**config.mk**
```make
export PLATFORM = sky130hd
export DESIGN_NAME = rcug_front
export DESIGN_NICKNAME = d
export VERILOG_FILES = /design/src/rcug_pkg.sv /design/src/rcug_front.sv
export SDC_FILE = /design/constraint.sdc
export NUM_CORES = 1
export LEC_CHECK = 0
export BUFFER_PORTS_ARGS = -buffer_cell sky130_fd_sc_hd__buf_2
export CAP_MARGIN = 5
export CORE_MARGIN = 1.5
export CORE_UTILIZATION = 46
export DETAILED_ROUTE_END_ITERATION = 10
export GPL_ROUTABILITY_DRIVEN = 0
export PLACE_DENSITY = 0.83
export SETUP_SLACK_MARGIN = 0.05
export SLEW_MARGIN = 40
export SYNTH_ARGS = -nofsm -noshare
export SYNTH_HDL_FRONTEND = slang
export SYNTH_SLANG_ARGS = --single-unit
```
**constraint.sdc**
```tcl
create_clock -name clk_i -period 2.6 [get_ports clk_i]
set_input_delay 0.13 -clock clk_i [delete_from_list [all_inputs] [get_ports clk_i]]
set_output_delay 0.13 -clock clk_i [all_outputs]
set_load 0.02 [all_outputs]
```
**src/rcug_pkg.sv**
```systemverilog
// Shared types and constants for the raised-cosine upslew gate.
package rcug_pkg;

  localparam int CMD_W       = 2;
  localparam int RAMP_IDX_W  = 10;
  localparam int DELAY_W     = 16;
  localparam int RAMP_LEN_W  = 10;
  localparam int CNT_W       = 16;
  localparam int CFG_IDX_W   = 1;
  localparam int CFG_DATA_W  = 16;
  localparam int OP_KIND_W   = 2;
  localparam int QUEUE_DEPTH = 4;

  localparam logic [CFG_IDX_W-1:0] REG_DELAY = 1'b0;
  localparam logic [CFG_IDX_W-1:0] REG_RAMP  = 1'b1;

  typedef enum logic [CMD_W-1:0] {
    CMD_SAMPLE  = 2'd0,
    CMD_FLUSH   = 2'd1,
    CMD_SET_RUN = 2'd2,
    CMD_LOAD    = 2'd3
  } cmd_e;

  typedef enum logic [OP_KIND_W-1:0] {
    OP_PASS = 2'd0,
    OP_ZERO = 2'd1,
    OP_RAMP = 2'd2,
    OP_LOAD = 2'd3
  } op_kind_e;

  typedef enum logic [3:0] {
    PH_BEGIN = 4'b0001,
    PH_WAIT  = 4'b0010,
    PH_UP    = 4'b0100,
    PH_ON    = 4'b1000
  } phase_e;

endpackage

```
**src/rcug_front.sv**
```systemverilog
// Front end: accepts words, runs the gating state machine, emits work ops.
module rcug_front #(
  parameter int SW         = 16,
  parameter int GW         = 17,
  parameter int AW         = 10,
  parameter int RAMP_DEPTH = 1024,
  localparam int OP_W      = rcug_pkg::OP_KIND_W + AW + GW + 2 * SW
) (
  input  logic                              clk_i,
  input  logic                              rst_ni,
  input  logic                              cfg_we_i,
  input  logic [rcug_pkg::CFG_IDX_W-1:0]    cfg_idx_i,
  input  logic [rcug_pkg::CFG_DATA_W-1:0]   cfg_data_i,
  input  logic                              in_valid_i,
  output logic                              in_ready_o,
  input  logic [rcug_pkg::CMD_W-1:0]        command_i,
  input  logic                              block_start_i,
  input  logic                              check_i,
  input  logic                              run_value_i,
  input  logic signed [SW-1:0]              i_in_i,
  input  logic signed [SW-1:0]              q_in_i,
  input  logic [rcug_pkg::RAMP_IDX_W-1:0]   ramp_index_i,
  input  logic [GW-1:0]                     ramp_gain_i,
  output logic                              push_valid_o,
  input  logic                              push_ready_i,
  output logic [OP_W-1:0]                   push_op_o
);
  import rcug_pkg::*;

  typedef struct packed {
    op_kind_e             kind;
    logic [AW-1:0]        addr;
    logic [GW-1:0]        gain;
    logic signed [SW-1:0] i;
    logic signed [SW-1:0] q;
  } op_t;

  localparam logic [CNT_W:0] DEPTH_LIM = (CNT_W + 1)'(RAMP_DEPTH);

  phase_e                phase_q, phase_d;
  logic [CNT_W-1:0]      countdown_q, countdown_d;
  logic                  run_q, run_d;
  logic                  flag_q, flag_d;
  logic                  active_q, active_d;
  logic [DELAY_W-1:0]    delay_q, delay_d;
  logic [RAMP_LEN_W-1:0] ramp_q, ramp_d;
  op_t                   op;
  logic                  push;
  logic                  accept;
  logic                  nonzero;
  logic [CNT_W-1:0]      ramp_idx;
  logic [CNT_W-1:0]      load_idx;
  logic                  ramp_in_range;
  logic                  load_in_range;

  assign in_ready_o    = push_ready_i;
  assign accept        = in_valid_i & push_ready_i;
  assign nonzero       = (i_in_i != '0) || (q_in_i != '0);
  assign ramp_idx      = CNT_W'(ramp_q) - countdown_q;
  assign load_idx      = CNT_W'(ramp_index_i);
  assign ramp_in_range = {1'b0, ramp_idx} < DEPTH_LIM;
  assign load_in_range = {1'b0, load_idx} < DEPTH_LIM;

  always_comb begin
    phase_d     = phase_q;
    countdown_d = countdown_q;
    run_d       = run_q;
    flag_d      = flag_q;
    active_d    = active_q;
    delay_d     = delay_q;
    ramp_d      = ramp_q;
    push        = 1'b0;
    op.kind     = OP_PASS;
    op.addr     = '0;
    op.gain     = ramp_gain_i;
    op.i        = i_in_i;
    op.q        = q_in_i;

    if (cfg_we_i) begin
      unique case (cfg_idx_i)
        REG_DELAY: delay_d = cfg_data_i;
        REG_RAMP:  ramp_d  = cfg_data_i[RAMP_LEN_W-1:0];
      endcase
      run_d       = 1'b0;
      flag_d      = 1'b0;
      phase_d     = PH_BEGIN;
      countdown_d = '0;
    end else if (accept) begin
      unique case (cmd_e'(command_i))
        CMD_FLUSH: begin
          phase_d = PH_BEGIN;
          run_d   = 1'b0;
          flag_d  = 1'b0;
        end
        CMD_SET_RUN: begin
          run_d = run_value_i;
        end
        CMD_LOAD: begin
          push    = load_in_range;
          op.kind = OP_LOAD;
          op.addr = load_idx[AW-1:0];
        end
        CMD_SAMPLE: begin
          push = 1'b1;
          // Block start: arm on a pending check, then decide gating.
          if (block_start_i) begin
            if (!run_q && check_i) begin
              run_d = 1'b1;
            end
            active_d = run_d & flag_q;
            flag_d   = 1'b1;
          end
          if (active_d) begin
            unique case (phase_q)
              PH_BEGIN: begin
                op.kind = OP_ZERO;
                if (nonzero) begin
                  if (delay_q != '0) begin
                    phase_d     = PH_WAIT;
                    countdown_d = delay_q;
                  end else if (ramp_q != '0) begin
                    phase_d     = PH_UP;
                    countdown_d = CNT_W'(ramp_q);
                  end else begin
                    phase_d = PH_ON;
                  end
                end
              end
              PH_WAIT: begin
                op.kind = OP_ZERO;
                if (countdown_q == '0) begin
                  if (ramp_q != '0) begin
                    phase_d     = PH_UP;
                    countdown_d = CNT_W'(ramp_q);
                  end else begin
                    phase_d = PH_ON;
                  end
                end else begin
                  countdown_d = countdown_q - 1'b1;
                end
              end
              PH_UP: begin
                op.kind = ramp_in_range ? OP_RAMP : OP_ZERO;
                op.addr = ramp_idx[AW-1:0];
                if (countdown_q == '0) begin
                  phase_d = PH_ON;
                end else begin
                  countdown_d = countdown_q - 1'b1;
                end
              end
              PH_ON: begin
                flag_d = 1'b0;
                run_d  = 1'b0;
              end
              default: begin
                phase_d = PH_BEGIN;
              end
            endcase
          end
        end
      endcase
    end
  end

  assign push_valid_o = push;
  assign push_op_o    = op;

  always_ff @(posedge clk_i or negedge rst_ni) begin
    if (!rst_ni) begin
      phase_q     <= PH_BEGIN;
      countdown_q <= '0;
      run_q       <= 1'b0;
      flag_q      <= 1'b0;
      active_q    <= 1'b0;
      delay_q     <= '0;
      ramp_q      <= '0;
    end else begin
      phase_q     <= phase_d;
      countdown_q <= countdown_d;
      run_q       <= run_d;
      flag_q      <= flag_d;
      active_q    <= active_d;
      delay_q     <= delay_d;
      ramp_q      <= ramp_d;
    end
  end

  a_up_count_bounded: assert property (@(posedge clk_i) disable iff (!rst_ni)
    (phase_q == PH_UP) |-> (countdown_q <= CNT_W'(ramp_q)))
    else $error("ramp countdown beyond ramp length");

  a_flush_clears: assert property (@(posedge clk_i) disable iff (!rst_ni)
    (accept && command_i == CMD_FLUSH) |=> (phase_q == PH_BEGIN && !run_q && !flag_q))
    else $error("flush did not restart the gate");

endmodule

```
Word-level counts from Yosys, hierarchy flattened
Index checks and enable logic that the tools add are counted.
{ "totals": {"in_bits": 86, "reg_bits": 49, "latchBits": 0, "wordCells": 103, "output_inout_bits": 63, "mem_bits_rw": 0, "romBits": 0, "n_memories": 0} }
{ "op_classes": {"n_mux": 51, "n_lt_le_gt_ge": 2, "n_div": 0, "reduce_logical": 23, "eq_ne": 14, "bitwise_logic": 4, "n_mul": 0, "n_shift": 0, "add_sub_neg": 2} }
{ "ops": {"columns": ["operator", "count"], "rows": [
  ["$mux 16", 9],
  ["$pmux 16 s3", 1],
  ["$reduce_bool 16->1", 3],
  ["$mux 12", 3],
  ["$mux 4", 8],
  ["$pmux 12 s2", 1],
  ["$mux 1", 21],
  ["$logic_not 16->1", 1],
  ["$lt 16x11->1 const B", 1],
  ["$pmux 4 s4", 1],
  ["$sub 10x16->16", 1],
  ["$sub 16x1->16 const B", 1],
  ["$ne 3x3->1 const B", 4],
  ["$ne 4x4->1 const B", 3],
  ["$lt 10x11->1 const B", 1],
  ["$mux 10", 1],
  ["$reduce_bool 10->1", 1],
  ["$pmux 4 s2", 1],
  ["$reduce_and 2->1", 4],
  ["$reduce_bool 4->1", 2],
  ["$reduce_and 7->1", 1],
  ["$reduce_and 6->1", 1],
  ["$reduce_bool 2->1", 3],
  ["$eq 2x2->1 const B", 2],
  ["other kinds (18)", 21]
]} }

Depth between registers and ports, before layout
{ "depth": {"ltp_word": 16, "mapped_depth": 11, "mapped_depth_nobuf": 11} }

Worst setup path after synthesis
Ideal clock, no wire load.
{ "synth_timing": {"path_kind": "flip-flop to output port", "startpoint": "reg countdown_q[0]", "endpoint": "out push_op_o[60]", "required_ns": 2.470, "n_path_buf": 0, "setup_slack_ns": -0.191, "arrival_time_ns": 2.661, "path_stages_with_launch": 11, "cell_sequence": "dfrtp_1 -> ha_1 -> fa_1 -> nand2b_1 -> a21oi_1 -> or2_1 -> inv_1 -> o21ai_0 -> mux2_2 -> a311oi_1 -> a22o_1"} }
{ "synth_between": {"elab_chain_len": 8} }
{ "synth_lines": {"columns": ["item", "line", "source"], "rows": [
  ["start: declaration", "rcug_front.sv:41", "logic [CNT_W-1:0] countdown_q, countdown_d;"],
  ["start signal: assignment", "rcug_front.sv:179", "countdown_q <= countdown_d;"],
  ["$sub 10x16->16", "rcug_front.sv:59", "assign ramp_idx = CNT_W'(ramp_q) - countdown_q;"],
  ["$lt 16x11->1", "rcug_front.sv:61", "assign ramp_in_range = {1'b0, ramp_idx} < DEPTH_LIM;"],
  ["$mux 2", "rcug_front.sv:143", "op.kind = ramp_in_range ? OP_RAMP : OP_ZERO;"],
  ["$pmux 2 s2", "rcug_front.sv:114", "unique case (phase_q)"],
  ["$mux 12", "rcug_front.sv:113", "if (active_d) begin"],
  ["$pmux 12 s2", "rcug_front.sv:89", "unique case (cmd_e'(command_i))"],
  ["$mux 12", "rcug_front.sv:88", "end else if (accept) begin"],
  ["$mux 12", "rcug_front.sv:79", "if (cfg_we_i) begin"],
  ["end: declaration", "rcug_front.sv:26", "output logic [OP_W-1:0] push_op_o"]
]} }
No other way between the ends.

Final worst setup path
Ends and elaborated chain as after synthesis.

==> flow_summary.ini <==
[finish]
layout_commonest_cell = buf_2
layout_common_cells = buf_2 (109), nor2_1 (54), buf_4 (48)
nets = 720
syn2layout_area_growth_pct = 25.3
antenna-diode-count = 0
layout-drive-gt1-share_pct = 41.9
fillers = 725

[pwr]
p_switching_uw = 734
p_per_area_mw_per_mm2 = 417
sw_frac_of_total_pct = 33.1
p_int_mw = 1.48
power_frac_comb_pct = 33.2
clockPowerShare_pct = 26.4
vdd_drop_max_mv = 0.222
p_leak_nw = 2.33
p_seq_share_pct = 40.3

[timing]
fin_skew_ns = 0.0122
fmax_ghz = 0.333
setup_ws_ns = -0.407
finalHoldViolCount = 0
finalSetupViolations = 4
whs_ns = 0.0377
rsz0062_at_grt = yes
relSlewSlack_pct = 54.9
tightest_slew_ns = 0.677
fin_setup_tns_ns = -0.939
finalCriticalPeriod_ns = 3.01
report.final.slew_viol_count = 0
fin_crit_sh_pct = 116

[synthesis]
ys_warn_count = 0
synth_cells = 518
synth_area_per_cell_um2 = 8.19
ys_top_cells_by_area = dfrtp_1 (28%), buf_4 (9.0%), mux2_2 (7.4%)
synthFlopType = dfrtp_1
async_flop_share_pct = 100
synth_fp_nets = 621
ys_types = 63
synth_edf_count = 0
yosysTopAreaCell = dfrtp_1
yosysTopAreaCellShare_pct = 28.3
synth_seq_cells = 49
yosysSeqAreaShare_pct = 28.9
syn-cell-area_mm2 = 0.00424

[cts]
cts_buffer_depth = 2
cts_inserted_buffers = 5
h-tree-depth = 2
clk_pin_slew_ns = 0.10
clk_latency_ns = 0.32
cts_root_buffer = clkbuf_8
cts_tree = built
cts_sinks = 49

[drt]
ant_nets = 0
vias = 4437
routedWlPerCell_um = 18.1
wirelength_mm = 13.2
drc_errors = 0
drtPass1Iterations = 6
drt_iter0_drc = 587
via_per_inst = 6.11

[grt]
grt_pass1_vias = 4161
grt_antenna_before_repair = 0
grt_pass1_wl_mm = 20.5
grt.total_usage_pct = 25.8
grt_max_degree = 31
overflow = 0

[critical_path]
critPathLaunchType = flip-flop
crit_type = flip-flop to output pin
critPathRequiredTime_ns = 2.47
arrival_ns = 2.88
path_max_fanout = 6
endpoint_kind = output pin

[placed_design]
port_buffers = 114
dpl.hpwl_mm = 9.58

[status]
status = complete, but fails checks
violations = negative setup slack

[die]
die_w_um = 99.0
start_util_pct = 47.9
ios = 149
core_area_mm2 = 0.00885
die_y_um = 99.0
dieArea_mm2 = 0.00981
rows = 34

[worst_hold_path]
hp-class = primary input to flip-flop

[run]
maxCapViolations = 0
[through the flow]
| stage | area (µm²) | total power [mW] | utilization (%) | setup WS, ns | cells |
|---|---|---|---|---|---|
| 2_1_floorplan | 4310 | 1.35 | - | 0.0521 | 518 |
| 3_3_place_gp | 4860 | 1.52 | 54.9 | 0.0112 | 707 |
| 3_5_place_dp | 4860 | 1.54 | 54.9 | -0.133 | 707 |
| 4_1_cts | 5040 | 2.14 | 56.9 | -0.406 | 718 |
| 5_1_grt | 5320 | 2.31 | 60.1 | -0.502 | 726 |
| 6_report | 5320 | 2.22 | 60.1 | -0.407 | 726 |
[state kept, by name (all words and copies together) (netlist names)]
| register | flops |
|---|---|
| active_q | 1 |
| delay_q | 16 |
| run_q | 1 |
| ramp_q | 10 |
| flag_q | 1 |
| countdown_q | 16 |
| phase_q | 4 |
[final timing paths]
kind | startpoint | endpoint | slack (ns) | depth (start not counted)
setup / recovery | countdown_q[0] | push_op_o[60] | -0.41 | 11
setup reg to reg | countdown_q[0] | countdown_q[9] | 0.10 | 11
min in group asynchronous | rst_ni | countdown_q[11] | 0.38 | 2
max in group asynchronous | rst_ni | countdown_q[1] | 1.55 | 3
hold / removal | cfg_data_i[13] | delay_q[13] | 0.04 | 2
hold reg to reg | active_q | active_q | 0.50 | 2
[layer usage]
metal  global-route usage [%]  wire length (µm)  vias up  share of wire (%)
li1                         -                 -     2028                  -
met1                     37.0              5550     2091                 42
met2                     39.2              6000      265                 46
met3                     3.97              1190       53                9.0
met4                     10.0               417        0                3.2
met5                        0                 0        -                  0
[repair_timing]
item | CTS | global route
gates cloned | 0 | 1
hold buffers | 1 | 0
setup endpoints to repair | 5 | 20
buffers inserted | 2 | 7
pin swaps | 7 | 16
resized for setup | 10 | 52
endpoints found under the hold margin | 25 | 0
[power by group through the flow]
stage	logic (mW)	clock network (mW)	registers (mW)
after floorplan	0.462	0	0.887
after global placement	0.617	0	0.900
after detailed placement	0.641	0	0.903
after CTS	0.664	0.590	0.888
after global routing	0.795	0.621	0.898
final	0.736	0.586	0.893
[cells in the mapped netlist (all sizes together) (4+ instances only)]
cell and count:
o31ai 6, inv 27, mux2 28, clkbuf 17
nor2 58, nand2 31, a32oi 4, ha 16
nand4 4, xnor2 8, a21oi 35, a211oi 4
nor3 13, or2 4, nand3 12, o21ai 29
o211ai 9, or3 5, nor2b 7, dfrtp 48
a22oi 9, a31oi 5, nand2b 8, buf 57
or4 9, nor4 18
[cell families after synthesis]
kind of cell | share of synthesized area (%)
AND/OR/NAND/NOR | 22.2
AO/OA/AOI/OAI | 20.0
buffers and inverters | 13.7
flip-flops | 28.9
multiplexers | 7.67
adder cells (fa/ha/maj) | 5.19
XOR/XNOR | 2.27
[layout make-up]
| type | instances | area [µm²] | share of cell area (%) |
|---|---|---|---|
| clock buffer | 6 | 82.6 | 1.55 |
| sequential | 49 | 1230 | 23.1 |
| tap | 108 | 135 | 2.54 |
| multi-input combinational | 368 | 2710 | 50.9 |
| inverter | 27 | 101 | 1.91 |
| clock inverter | 2 | 37.5 | 0.706 |
| timing repair buffer | 166 | 1020 | 19.3 |
[worst max-delay path: stages, from the launching register on]
cell and delay, ns:
dfrtp_1 0.44, buf_6 0.16, ha_2 0.19, nor2b_4 0.14, o21ai_4 0.08, o211a_1 0.26, a21o_1 0.22, or4_4 0.44
a31oi_4 0.22, a311oi_4 0.08, a22o_1 0.21, buf_6 0.13
No activity file was read; power rests on OpenSTA's default activity.
