**config.mk**
```make
export PLATFORM = sky130hd
export DESIGN_NAME = rcug_queue
export DESIGN_NICKNAME = d
export VERILOG_FILES = /design/src/rcug_queue.sv
export SDC_FILE = /design/constraint.sdc
export NUM_CORES = 1
export LEC_CHECK = 0
export BUFFER_PORTS_ARGS = -buffer_cell sky130_fd_sc_hd__clkbuf_2
export CAP_MARGIN = 20
export CORE_MARGIN = 5
export CORE_UTILIZATION = 40
export DETAILED_ROUTE_END_ITERATION = 10
export GPL_TIMING_DRIVEN = 0
export REMOVE_ABC_BUFFERS = 1
export SLEW_MARGIN = 20
export SYNTH_ARGS = -nofsm -noshare
export SYNTH_HDL_FRONTEND = slang
export SYNTH_SLANG_ARGS = --single-unit
```
**constraint.sdc**
```tcl
create_clock -name clk_i -period 2.7 [get_ports clk_i]
set_input_delay 0.27 -clock clk_i [delete_from_list [all_inputs] [get_ports clk_i]]
set_output_delay 0.27 -clock clk_i [all_outputs]
set_load 0.005 [all_outputs]
```
**src/rcug_queue.sv**
```systemverilog
// Small FIFO that decouples the front end from the sample datapath.
module rcug_queue #(
  parameter int WIDTH = 8,
  parameter int DEPTH = 4
) (
  input  logic             clk_i,
  input  logic             rst_ni,
  input  logic             push_valid_i,
  output logic             push_ready_o,
  input  logic [WIDTH-1:0] push_data_i,
  output logic             pop_valid_o,
  input  logic             pop_ready_i,
  output logic [WIDTH-1:0] pop_data_o
);

  localparam int PTR_W = (DEPTH > 1) ? $clog2(DEPTH) : 1;
  localparam int CNT_W = $clog2(DEPTH + 1);

  logic [WIDTH-1:0] entry_q [DEPTH];
  logic [PTR_W-1:0] wr_ptr_q, wr_ptr_d;
  logic [PTR_W-1:0] rd_ptr_q, rd_ptr_d;
  logic [CNT_W-1:0] count_q, count_d;
  logic             do_push;
  logic             do_pop;

  assign push_ready_o = count_q != CNT_W'(DEPTH);
  assign pop_valid_o  = count_q != '0;
  assign pop_data_o   = entry_q[rd_ptr_q];
  assign do_push      = push_valid_i & push_ready_o;
  assign do_pop       = pop_ready_i & pop_valid_o;

  always_comb begin
    wr_ptr_d = wr_ptr_q;
    rd_ptr_d = rd_ptr_q;
    count_d  = count_q;
    if (do_push) begin
      wr_ptr_d = (wr_ptr_q == PTR_W'(DEPTH - 1)) ? '0 : wr_ptr_q + 1'b1;
    end
    if (do_pop) begin
      rd_ptr_d = (rd_ptr_q == PTR_W'(DEPTH - 1)) ? '0 : rd_ptr_q + 1'b1;
    end
    if (do_push && !do_pop) begin
      count_d = count_q + 1'b1;
    end else if (do_pop && !do_push) begin
      count_d = count_q - 1'b1;
    end
  end

  always_ff @(posedge clk_i or negedge rst_ni) begin
    if (!rst_ni) begin
      wr_ptr_q <= '0;
      rd_ptr_q <= '0;
      count_q  <= '0;
    end else begin
      wr_ptr_q <= wr_ptr_d;
      rd_ptr_q <= rd_ptr_d;
      count_q  <= count_d;
    end
  end

  always_ff @(posedge clk_i) begin
    if (do_push) begin
      entry_q[wr_ptr_q] <= push_data_i;
    end
  end

  a_no_overflow: assert property (@(posedge clk_i) disable iff (!rst_ni)
    count_q <= CNT_W'(DEPTH))
    else $error("queue fill count beyond depth");

endmodule

```
======== Yosys cells after proc, flatten, opt, wreduce, memory -nomap -nowiden ========
Memories as Yosys holds them, arrays and structs flattened.
Index checks and enable logic that the tools add are counted.
storage, ports and cells
  bits in registers ....................... 7
  RAM bits ................................ 32
  input port bits ......................... 12
  output and inout bits ................... 10
  word-level logic and storage cells ...... 25
  memories kept ........................... 1
memory list
  memory   depth  width  read ports  clocked after Yosys merged registers in  wr ports  line  source
  entry_q  4      8      1           0                                        1         19    logic [WIDTH-1:0] entry_q [DEPTH];
cells by class
  $add $sub $neg .......................... 4
  equality and inequality tests ........... 3
  multiplexer cells ....................... 6
  bitwise gates (word level) .............. 2
  reductions and logical operators ........ 6
operators with widths
  kind                   number
  $mux W3                2
  $add A2 B1 Y2 const B  2
  $eq A2 B2 Y1 const B   2
  $mux W2                2
  $add A3 B1 Y3 const B  1
  $ne A3 B3 Y1 const B   1
  $reduce_bool A3 Y1     1
  $sub A3 B1 Y3 const B  1
  $and A1 B1 Y1          2
  $logic_and A1 B1 Y1    2
  $logic_not A1 Y1       2
  $mux W1                2
  $reduce_bool A2 Y1     1

======== Longest topological paths before layout ========
Gate-level depths: netlist of run 1.
  depth in word-level cells ............... 6
  mapped depth ............................ 8
  mapped depth without buffers ............ 8

======== Worst setup path before layout of run 1 ========
OpenSTA, ideal clock, no wires.
  path type ............................... register -> register
  start point ............................. reg count_q[0]
  end point ............................... reg count_q[2]
  setup time .............................. 0.079 ns
  arrival ................................. 1.983 ns
  slack ................................... 0.637 ns
  cell stages (with the launch flop) ...... 9
  path buffers ............................ 0
  clock period less this slack ............ 2.063 ns
  path through ............................ dfrtp_1 or3_2 nand2_1 ha_1 inv_1 fa_1 xor2_1 nor2_1 xor2_1
on the way
  cells in the longest elaborated chain, start to end .. 5
  elaborated cells between the ends (all ways) .. 13
  those cells by class .................... 2 x add/sub; 1 x eq/ne; 2 x mux; 2 x bitwise; 6 x reduce/logical
RTL lines
  item                                           line  source
  start: declaration                             22    logic [CNT_W-1:0] count_q, count_d;
  start signal: assignment                       57    count_q <= count_d;
  $reduce_bool A3 Y1 *                           27    assign pop_valid_o = count_q != '0;
  net pop_valid_o                                11    output logic pop_valid_o,
  $and A1 B1 Y1 *                                30    assign do_pop = pop_ready_i & pop_valid_o;
  $logic_not A1 Y1                               42    if (do_push && !do_pop) begin
  $logic_and A1 B1 Y1                            42
  $mux W3 or $reduce_bool A2 Y1 (tied branches)  --
The timed path passes the listed nets; every way through them passes the cells marked *. The select of a mux whose other input is x is not followed.
A chain may end at the register's enable or synchronous reset.

======== Worst setup path in the final report of run 1 ========
  start point ............................. reg count_q[0]
  end point ............................... reg count_q[2]
on the way
  cells in the longest elaborated chain, start to end .. 5
  elaborated cells between the ends (all ways) .. 13
  those cells by class .................... 2 x add/sub; 1 x eq/ne; 2 x mux; 2 x bitwise; 6 x reduce/logical
RTL lines
  item
  parallel branches: the longest is 5 deep, another holds $sub A3 B1 Y3
Several ways; the timed one is not identified. The select of a mux whose other input is x is not followed.

==> metrics.txt, run 1 <==
nets=approximately 120; Slew HR=59.6%; status=complete, no violations; share of the yosys chip area belonging to registers=about 70%; Syn. warnings=0; max cap viols=0; crit end category=flop; CP peak stage delay=between 400 and 500 ps; Final Cycle Share=roughly 84%; Switching Fraction=28.5%; Inserted Clock Buffers=5; layout cells sized above 1=~46%; Worst EP required=2910 ps; Crit Path Class=flop to flop; DR DRC count=0; core area=3940 um2; Post-CTS Resized=0; ANT nets after route=0; number of synthesized flops with an enable pin=32; Async S/R FF share, synth=17.9%; number of library cell types mapped by synthesis=18; Die Y=73.1 um; via density per instance=~4.9; Final Hold Vio Count=0; sequential fraction of design power=47.5%; gpl congestion=roughly 0.75; Synth Area per Inst=20.4 um2; first-pass GRT wire length=around 4.2 mm; vias in the first global route=844; die area=5350 um2; first-pass iteration count of the detailed router=4; Worst-Skew Late Latency=280 ps; Fillers=350; CTS root buf=clkbuf_8; # rows=23; register bit total from synthesis=39; slowest stage cell, crit path=or3_2; slew at the pin closest to its max-slew limit=607 ps; Max Freq=around 440 MHz; Layout area overhead=17.7%; setup tns final=0 ps; Mapped Cells=78; total wire length=2.52 mm; post-CTS setup buffers=0; Num Clock Sinks=39; CP startpoint kind=flop; Pint=approximately 1.4 mW; initial antenna violation count=0; Cell Area, Synth=1590 um2; Finish-stage setup viols=0; DRT iter0 DRCs=28; via count=about 760; RSZ-0062 raised after global routing=no; critical path peak fanout=4; worst vdd ir=0.000393 V; Hold WC Path Type=primary input to flop; effective utilization at floorplan=between 40% and 50%; pin count of the biggest net entering global routing=14; post-layout util=a little under half; PortBufs=21; NetSw=approximately 570 uW; CP dominant cell by count=xor2_1; Crit path arrival time=2470 ps; clk_skew=3.82 ps; Synth Flop Type=edfxtp_1; n_diodes=0; IO Pins=22; Die Span X=between 70 and 80 um; GRT overflow=0; max-slew violation count=0; Clk pin slew, worst setup/hold paths=80 ps; CP delay by family, top=simple AND/OR/NAND/NOR gates; H-tree depth reported by CTS=2; WL per Instance=16.1 um; total track usage=11.2%; CTS tree=built; Critical Path, Cell by Cell=or3_2 > nand2_1 > ha_1 > inv_1 > fa_1 > xor2_1 > nor2_1 > xor2_1; Clk pwr share=a little under a quarter; Comb pwr share=29.0%; Clock Path Buffers=2; crit path time final=2260 ps; crit path buf inv count=1; Leak=0.721 nW; Pwr Density=approximately 1100 nW/um2
==> final timing paths <==
check | slack [ps] | end | depth (start not counted) | startpoint
min in group asynchronous | 360 | count_q[0]$_DFFE_PN0P_ | 2 | rst_ni
max | 440 | count_q[2]$_DFFE_PN0P_ | 8 | count_q[0]$_DFFE_PN0P_
max reg2reg | 440 | count_q[2]$_DFFE_PN0P_ | 8 | count_q[0]$_DFFE_PN0P_
min reg2reg | 480 | count_q[2]$_DFFE_PN0P_ | 1 | count_q[2]$_DFFE_PN0P_
min | 190 | entry_q[0][6]$_DFFE_PP_ | 1 | push_data_i[6]
max in group asynchronous | 2170 | rd_ptr_q[0]$_DFFE_PN0P_ | 2 | rst_ni
==> flip-flops by register name (all words and copies together), names as in the netlist <==
signal and flops:
count_q 3, wr_ptr_q 2, rd_ptr_q 2, entry_q 32
==> through the flow <==
| step | worst slack [ps] | instances | hold slack [ps] | area [um2] | power, mW |
|---|---|---|---|---|---|
| floorplan | 637 | 76 | -25.6 | 1590 | 1.34 |
| global placement | 566 | 147 | 119 | 1750 | 1.54 |
| detailed placement | 485 | 147 | 120 | 1750 | 1.57 |
| CTS | 449 | 156 | 188 | 1880 | 2.04 |
| global route | 288 | 156 | 179 | 1880 | 2.15 |
| finish | 445 | 156 | 194 | 1880 | 2.01 |
==> cell type report <==
cell class / instances / area, um2 / area share, %
repair buffers: 22 / 115 / 6.14
multi-input cells: 34 / 438 / 23.3
well taps: 50 / 62.6 / 3.34
clock inverters: 3 / 43.8 / 2.33
flip-flops and latches: 39 / 1140 / 60.6
clock buffers: 5 / 68.8 / 3.67
inverters: 3 / 11.3 / 0.600
==> logic make-up (layout without fill, tap and decap cells) <==
family,Yosys count,in the layout,synth area share [%]
flops,39,39,71.3
buf+inv,5,33,1.26
fa+ha+maj,7,7,5.97
simple gates,11,11,4.55
xor+xnor,3,3,1.65
mux,13,13,15.3
==> synthesized netlist by cell type (all sizes together), types with 2 or more instances <==
library cell,number,share of area (%)
edfxtp,32,60
mux4,8,11
dfrtp,7,11
ha,6,4.7
mux2,5,4.0
and3,4,1.9
inv,3,0.71
nor2,3,0.71
buf,2,0.55
xor2,2,1.1
==> placed cells by master, fill, tap and decap left out, drive strengths merged <==
cell type,synthesis,routed
and2,1,1
and3,4,4
bufinv,0,1
clkbuf,0,26
clkinv,0,2
dfrtp,7,7
dlygate4sd3,0,1
edfxtp,32,32
fa,1,1
ha,6,6
inv,3,3
mux2,5,5
mux4,8,8
nand2,1,1
nor2,3,3
or3,1,1
or3b,1,1
xnor2,1,1
xor2,2,2
==> power groups by stage <==
stage | Sequential [mW] | Clock [mW] | Combinational, mW
floorplan | 0.924 | 0 | 0.415
global placement | 0.960 | 0 | 0.575
detailed placement | 0.973 | 0 | 0.595
CTS | 0.959 | 0.485 | 0.599
global route | 0.981 | 0.522 | 0.651
finish | 0.952 | 0.471 | 0.582
==> what timing repair did <==
| action | CTS | global route |
|---|---|---|
| endpoints found under the hold margin | 7 | 0 |
| hold buffers | 1 | 0 |
| setup endpoints to repair | 0 | 0 |
==> metal layers <==
metal	vias to the layer above	global-route usage [%]	wire [um]
met3	5	4.27	140
met1	382	12.6	987
met4	0	4.92	46
met2	18	18.8	1340
met5	-	0	0
li1	356	-	-
Note: power is estimated with default switching activity, not from simulation.
==> inputs of run 2 (changes only) <==
--- a/config.mk
+++ b/config.mk
@@ -5,6 +5,7 @@
 export SDC_FILE = /design/constraint.sdc
 export NUM_CORES = 1
 export LEC_CHECK = 0
+export ABC_AREA = 1
 export BUFFER_PORTS_ARGS = -buffer_cell sky130_fd_sc_hd__clkbuf_2
 export CAP_MARGIN = 20
 export CORE_MARGIN = 5
==> constraint.sdc (replaced) <==
create_clock -name clk_i -period 2.3 [get_ports clk_i]
set_input_delay 0.23 -clock clk_i [delete_from_list [all_inputs] [get_ports clk_i]]
set_output_delay 0.23 -clock clk_i [all_outputs]
set_load 0.005 [all_outputs]
==> run 2 against run 1 <==
Compared with the run above:
- critical path depth is 2 higher
- clock power is 15% higher
- via count is 44% higher
- routed wire length is 19% higher
- critical path type unchanged
- highest routed layer unchanged
==> metrics.txt, run 2 <==
reg2reg end=count_q[2]$_DFFE_PN0P_ (unchanged); most common cell after layout, fill and taps aside=nand2_1 (was edfxtp_1); IO Pins=22 (unchanged); max cap viols=0 (unchanged); Syn. warnings=0 (unchanged); crit path time final=1900 ps (was 2260 ps); most frequent cells in the layout=nand2_1, edfxtp_1, inv_1 (was edfxtp_1, clkbuf_2, mux4_2); Clock Path Buffers=2 (unchanged); Inserted Clock Buffers=5 (unchanged); via count=1093 (was 761); die area=5810 um2 (was 5350 um2); Synth Area per Inst=11.5 um2 (was 20.4 um2); Max Freq=527 MHz (was 443 MHz); Final Hold Vio Count=0 (unchanged); total track usage=11.0% (was 11.2%); worst hold path endpoint=entry_q[1][6]$_DFFE_PP_ (was entry_q[0][6]$_DFFE_PP_); Finish-stage setup viols=0 (unchanged); CP startpoint kind=flop (unchanged); clk_skew=3.20 ps (was 3.82 ps); Worst Reg-to-Reg Cells=10 (was 8); xor-xnor portion of the synthesized cell area=0.499% (was 1.65%); number of library cell types mapped by synthesis=16 (was 18); HP Start=push_data_i[6] (unchanged); H-tree depth reported by CTS=2 (unchanged); worst vdd ir=0.000529 V (was 0.000393 V); Synth Area in Adders=5.42% (was 5.97%); multiplexer share of the synthesized area=0% (was 15.3%); CP dominant cell by count=nand2_1 (was xor2_1); synth top area cells=edfxtp_1, dfrtp_1, nand2_1 (was edfxtp_1, mux4_2, dfrtp_1); crit path buf inv count=2 (was 1); total wire length=3.00 mm (was 2.52 mm); Layout area overhead=13.3% (was 17.7%); Pwr Density=1230 nW/um2 (was 1070 nW/um2); PortBufs=21 (unchanged); Crit Path Class=flop to flop (unchanged); placed insts=220 (was 147); Die Y=76.2 um (was 73.1 um); gpl congestion=0.691 (was 0.749); Synth Area in Simple Gates=12.6% (was 4.55%); Synth Flop Type=edfxtp_1 (unchanged); RR Startpoint=count_q[1]$_DFFE_PN0P_ (was count_q[0]$_DFFE_PN0P_); Worst EP required=2470 ps (was 2910 ps); CTS tree=built (unchanged); most common library cells after synthesis=nand2_1, edfxtp_1, inv_1, o211ai_1, dfrtp_1 (was edfxtp_1, mux4_2, dfrtp_1, ha_1, and3_2); Top reg by flops=entry_q (unchanged); Hold WC Path Type=primary input to flop (unchanged); Async S/R FF share, synth=17.9% (unchanged); worst reg-to-reg setup slack=400 ps (was 440 ps); setup tns final=0 ps (unchanged); GRT overflow=0 (unchanged); status=complete, no violations (unchanged); WL per Instance=13.1 um (was 16.1 um); Die Span X=76.2 um (was 73.1 um); hold path depth=1 (unchanged); number of synthesized flops with an enable pin=32 (unchanged); critical path peak fanout=4 (unchanged); via density per instance=4.77 (was 4.88); first-pass iteration count of the detailed router=3 (was 4); Critical Path, Cell by Cell=inv_1 > nand3_1 > nand2_2 > ha_1 > inv_1 > fa_1 > nand2_1 > nand3_1 > nand2_1 > nand2_1 (was or3_2 > nand2_1 > ha_1 > inv_1 > fa_1 > xor2_1 > nor2_1 > xor2_1); number of flip-flops under the largest register name=32 (unchanged); post-CTS setup buffers=0 (unchanged); first-pass GRT wire length=5.12 mm (was 4.21 mm); nets=195 (was 124); crit end category=flop (unchanged); post-synthesis compound-gate area fraction=7.13% (was 0%); n_diodes=0 (unchanged); register bit total from synthesis=39 (unchanged); pin count of the biggest net entering global routing=36 (was 14); biggest registers after layout=entry_q: 32 flops, count_q: 3 flops (unchanged); count leader, synth=nand2_1 (was edfxtp_1); core area=4290 um2 (was 3940 um2); CP delay by family, top=simple AND/OR/NAND/NOR gates (unchanged); DRT iter0 DRCs=63 (was 28); # rows=24 (was 23); Post-DP HPWL=2.15 mm; DR DRC count=0 (unchanged); Synth area leader=edfxtp_1 (unchanged); Final Cycle Share=82.5% (was 83.5%); Slew HR=46.4% (was 59.6%); Crit path arrival time=2070 ps (was 2470 ps); Cell Area, Synth=1750 um2 (was 1590 um2); CP peak stage delay=410 ps (was 490 ps); effective utilization at floorplan=40.9% (was 40.4%); layout cells sized above 1=18.6% (was 46.2%); share of the yosys chip area belonging to registers=64.8% (was 71.3%); initial antenna violation count=0 (unchanged); Leak=0.871 nW (was 0.721 nW); Num Clock Sinks=39 (unchanged); Non-Filler Instances=229 (was 156); max-slew violation count=0 (unchanged); Worst-Skew Late Latency=280 ps (about the same); ANT nets after route=0 (unchanged); slowest stage cell, crit path=dfrtp_1 (was or3_2); Clk pin slew, worst setup/hold paths=70 ps (was 80 ps); CTS root buf=clkbuf_8 (unchanged); Synth top area share=54.8% (was 60.3%); Mapped Cells=152 (was 78); slew at the pin closest to its max-slew limit=801 ps (was 607 ps); largest family of logic cells by synthesized area=simple AND/OR/NAND/NOR gates (was multiplexers); RSZ-0062 raised after global routing=no (unchanged); Tot Pwr=2.44 mW (was 2.01 mW); vias in the first global route=1137 (was 844)
## run 2: metal layers
layer / vias up / share of wire [%] / GRT usage (%)
met1: 525 / 44 / 13.6
met3: 5 / 4.1 / 2.84
met2: 18 / 51 / 18.6
li1: 545 / - / -
met5: - / 0 / 0
met4: 0 / 1.3 / 3.85
## run 2: area by class of cell
type,count,area [um2]
Clock buffer,5,68.8
Clock inverter,3,38.8
Fill cell,392,2310
Inverter,30,113
Multi-Input combinational cell,78,449
Sequential cell,39,1140
Tap cell,52,65.1
Timing Repair Buffer,22,115
## run 2: per-stage QoR
stage	hold slack, ps	cell area (um2)	setup slack, ps	util, %
after CTS	152	1990	262	46.2
final	162	1990	402	46.3
after global routing	151	1990	275	46.3
after detailed placement	77.0	1870	424	43.5
after floorplan	-65.6	1700	631	-
after global placement	72.8	1870	560	43.5
## run 2: what timing repair did
item	CTS	global route
hold endpoints to repair	7	0
gates resized for setup	0	0
hold buffers	1	0
## run 2: worst max-delay path by stage
stage | endpoint | from | depth (start not counted) | slack, ps
floorplan | count_q[1]$_DFFE_PN0P_ | count_q[1]$_DFFE_PN0P_ | 9 | 630
global placement | count_q[1]$_DFFE_PN0P_ | count_q[1]$_DFFE_PN0P_ | 9 | 560
detailed placement | count_q[2]$_DFFE_PN0P_ | count_q[1]$_DFFE_PN0P_ | 10 | 420
CTS | pop_data_o[0] | rd_ptr_q[0]$_DFFE_PN0P_ | 4 | 260
global route | count_q[2]$_DFFE_PN0P_ | count_q[1]$_DFFE_PN0P_ | 10 | 280
finish | count_q[2]$_DFFE_PN0P_ | count_q[1]$_DFFE_PN0P_ | 10 | 400
## run 2: cells by family (layout without fill, tap and decap cells)
logic type | after synthesis | in the layout
buf+inv | 35 | 60
fa+ha+maj | 7 | 7
compound gates | 17 | 17
xor+xnor | 1 | 1
flops | 39 | 39
simple gates | 53 | 53
## run 2: where the power goes
group | internal (mW) | switching [mW]
sequential | 0.951 | 0.185
clock | 0.317 | 0.224
combinational | 0.319 | 0.448
## run 2: worst register-to-register path: cells and delay by family (launching register included)
family                     cells  cell delay, ps
and+or+nand+nor                6             620
adders and majority gates      2             570
DFF                            1             410
buffers and inverters          2             200
==> inputs of run 3 (changes only) <==
==> constraint.sdc (replaced) <==
create_clock -name clk_i -period 1.75 [get_ports clk_i]
set_input_delay 0.175 -clock clk_i [delete_from_list [all_inputs] [get_ports clk_i]]
set_output_delay 0.175 -clock clk_i [all_outputs]
set_load 0.005 [all_outputs]
==> run 3 against run 2 <==
Compared with the run above:
- maximum frequency grew 11%
- first-iteration DRC count grew 19%
- sequential share of layout area shrank 3.3 points
- clock power grew 31%
- power grew 42%
- die area is the same
- register-to-register slack lost 370 ps
- routed wire length grew 6.7%
- count of clock-buffer cells in the layout is the same
- cell count grew 4.4%
- global-route usage grew 0.50 points
- worst setup slack lost 370 ps
- critical path type unchanged
- largest cell class unchanged
- largest power group unchanged
- highest routed layer unchanged
==> metrics.txt, run 3 (same netlist as run 2, synthesis figures left out) <==
via count=1152 (was 1093); total wire length=3.20 mm (was 3.00 mm); Pwr Density=1640 nW/um2 (was 1230 nW/um2); Num Clock Sinks=39 (unchanged); Post-DP HPWL=2.15 mm (unchanged); worst vdd ir=0.000692 V (was 0.000529 V); Final Cycle Share=98.0% (was 82.5%); total track usage=11.5% (was 11.0%); number of flip-flops under the largest register name=32 (unchanged); layout cells sized above 1=29.4% (was 18.6%); Switching Fraction=35.3% (was 35.1%); first-pass GRT wire length=5.38 mm (was 5.12 mm); most frequent cells in the layout=nand2_1, edfxtp_1, inv_1 (unchanged); slowest stage cell, crit path=fa_2 (was dfrtp_1); Fillers=380 (was 392); IO Pins=22 (unchanged); Comb pwr share=36.5% (was 31.4%); biggest registers after layout=entry_q: 32 flops, count_q: 3 flops (unchanged); Die Y=76.2 um (unchanged); most common cell after layout, fill and taps aside=nand2_1 (unchanged); Finish-stage setup viols=0 (unchanged); Clk pin slew, worst setup/hold paths=70 ps (about the same); setup tns final=0 ps (unchanged); die area=5810 um2 (unchanged); CTS tree=built (unchanged); gpl congestion=0.691 (unchanged); CP peak stage delay=440 ps (was 410 ps); Worst Reg-to-Reg Cells=9 (was 10); Clk pwr share=20.4% (was 22.1%); pin count of the biggest net entering global routing=36 (unchanged); PortBufs=21 (unchanged); sequential fraction of design power=43.1% (was 46.5%); placed insts=220 (unchanged); Slew HR=46.2% (was 46.4%); NetSw=1.23 mW (was 857 uW); Top reg by flops=entry_q (unchanged); ANT nets after route=0 (unchanged); CP startpoint kind=flop (unchanged); max-slew violation count=0 (unchanged); DR DRC count=0 (unchanged); RSZ-0062 raised after global routing=yes (was no); Max Freq=583 MHz (was 527 MHz); CTS root buf=clkbuf_8 (unchanged); Leak=0.918 nW (was 0.871 nW); Pint=2.25 mW (was 1.59 mW); Worst-Skew Late Latency=280 ps (about the same); effective utilization at floorplan=40.9% (unchanged); critical path endpoint=count_q[1]$_DFFE_PN0P_ (was count_q[2]$_DFFE_PN0P_); core area=4290 um2 (unchanged); n_diodes=0 (unchanged); nets=205 (was 195); GRT overflow=0 (unchanged); Critical Path, Cell by Cell=inv_2 > nand3_4 > nand2_4 > inv_2 > ha_4 > inv_2 > fa_2 > nand2_1 > o21ai_0 (was inv_1 > nand3_1 > nand2_2 > ha_1 > inv_1 > fa_1 > nand2_1 > nand3_1 > nand2_1 > nand2_1); # rows=24 (unchanged); Hold WC Path Type=primary input to flop (unchanged); vias in the first global route=1213 (was 1137); Die Span X=76.2 um (unchanged); Crit path arrival time=1880 ps (was 2070 ps); Inserted Clock Buffers=5 (unchanged); DRT iter0 DRCs=75 (was 63); crit path time final=1710 ps (was 1900 ps); Non-Filler Instances=239 (was 229); max cap viols=0 (unchanged); crit path launch=count_q[1]$_DFFE_PN0P_ (unchanged); initial antenna violation count=0 (unchanged); Crit Path Class=flop to flop (unchanged); worst reg-to-reg setup slack=40 ps (was 400 ps); Worst EP required=1920 ps (was 2470 ps); via density per instance=4.82 (was 4.77); Tot Pwr=3.48 mW (was 2.44 mW); WL per Instance=13.4 um (was 13.1 um); status=complete, no violations (unchanged); crit end category=flop (unchanged); CP dominant cell by count=inv_2 (was nand2_1); Clock Path Buffers=2 (unchanged); critical path peak fanout=6 (was 4); first-pass iteration count of the detailed router=4 (was 3); reg2reg end=count_q[1]$_DFFE_PN0P_ (was count_q[2]$_DFFE_PN0P_); Final Hold Vio Count=0 (unchanged); slew at the pin closest to its max-slew limit=803 ps (was 801 ps); Layout area overhead=20.8% (was 13.3%); RR Startpoint=count_q[1]$_DFFE_PN0P_ (unchanged); clk_skew=4.32 ps (was 3.20 ps); H-tree depth reported by CTS=2 (unchanged)
==> run 3: changes by cell type in the layout (fill, tap and decap cells not counted), moves of 3 or more <==
cell / previous run / this run
buf_4: 0 / 10
inv_1: 29 / 25
inv_2: 1 / 5
nor2_1: 6 / 3
nor2_2: 0 / 3
==> run 3: area by class of cell <==
| type | instances | area [um2] | area share (%) |
|---|---|---|---|
| flip-flops and latches | 39 | 1140 | 53.9 |
| multi-input cells | 78 | 502 | 23.7 |
| repair buffers | 32 | 190 | 8.97 |
| inverters | 30 | 113 | 5.31 |
| clock buffers | 5 | 68.8 | 3.25 |
| well taps | 52 | 65.1 | 3.07 |
| clock inverters | 3 | 38.8 | 1.83 |
==> run 3: stage by stage <==
step                utilization [%]  worst slack, ps  area, um2  hold slack [ps]
detailed placement             43.5             -126       1870             22.0
global placement               43.5             10.2       1870             17.8
global route                   49.4            -27.0       2120             96.3
CTS                            47.5             16.1       2040             97.1
floorplan                         -             80.9       1700             -121
finish                         49.4             35.8       2120              107
==> run 3: layer usage <==
layer  up-vias  GRT usage, %  routed length (um)
li1        568             -                   -
met1       549          13.6                1320
met5         -             0                   0
met2        27          19.7                1670
met3         8          3.19                 150
met4         0          4.72                  55
==> run 3: timing repair <==
| item | in CTS | in global routing |
|---|---|---|
| resized for setup | 8 | 11 |
| pin swaps | 3 | 3 |
| endpoints found under the hold margin | 7 | 0 |
| hold buffers | 1 | 0 |
| setup buffers | 4 | 6 |
| setup endpoints to repair | 12 | 34 |
==> run 3: power groups by stage <==
stage               Combinational, mW  Clock [mW]  Sequential (mW)
detailed placement               1.03           0             1.51
floorplan                       0.671           0             1.44
global placement                0.962           0             1.49
CTS                              1.14       0.729             1.49
global route                     1.44       0.769             1.54
finish                           1.27       0.710             1.50
==> run 3: worst min path at each step <==
| stage | cells past startpoint | slack, ps | startpoint | end |
|---|---|---|---|---|
| 2_1_floorplan | 0 | -120 | rst_ni | count_q[0]$_DFFE_PN0P_ |
| 3_5_place_dp | 1 | 20 | rst_ni | rd_ptr_q[0]$_DFFE_PN0P_ |
| 3_3_place_gp | 1 | 20 | rst_ni | rd_ptr_q[1]$_DFFE_PN0P_ |
| 6_report | 1 | 110 | push_data_i[6] | entry_q[1][6]$_DFFE_PP_ |
| 5_1_grt | 1 | 100 | push_data_i[6] | entry_q[1][6]$_DFFE_PP_ |
| 4_1_cts | 1 | 100 | push_data_i[6] | entry_q[1][6]$_DFFE_PP_ |
==> run 3: worst max-delay path: cells and delay by family (launching register included) <==
family	cells	cell delay [ps]
adder cells (fa/ha/maj)	2	600
flip-flops	1	390
AND/OR/NAND/NOR	3	310
buffers and inverters	3	230
AO/OA/AOI/OAI	1	70
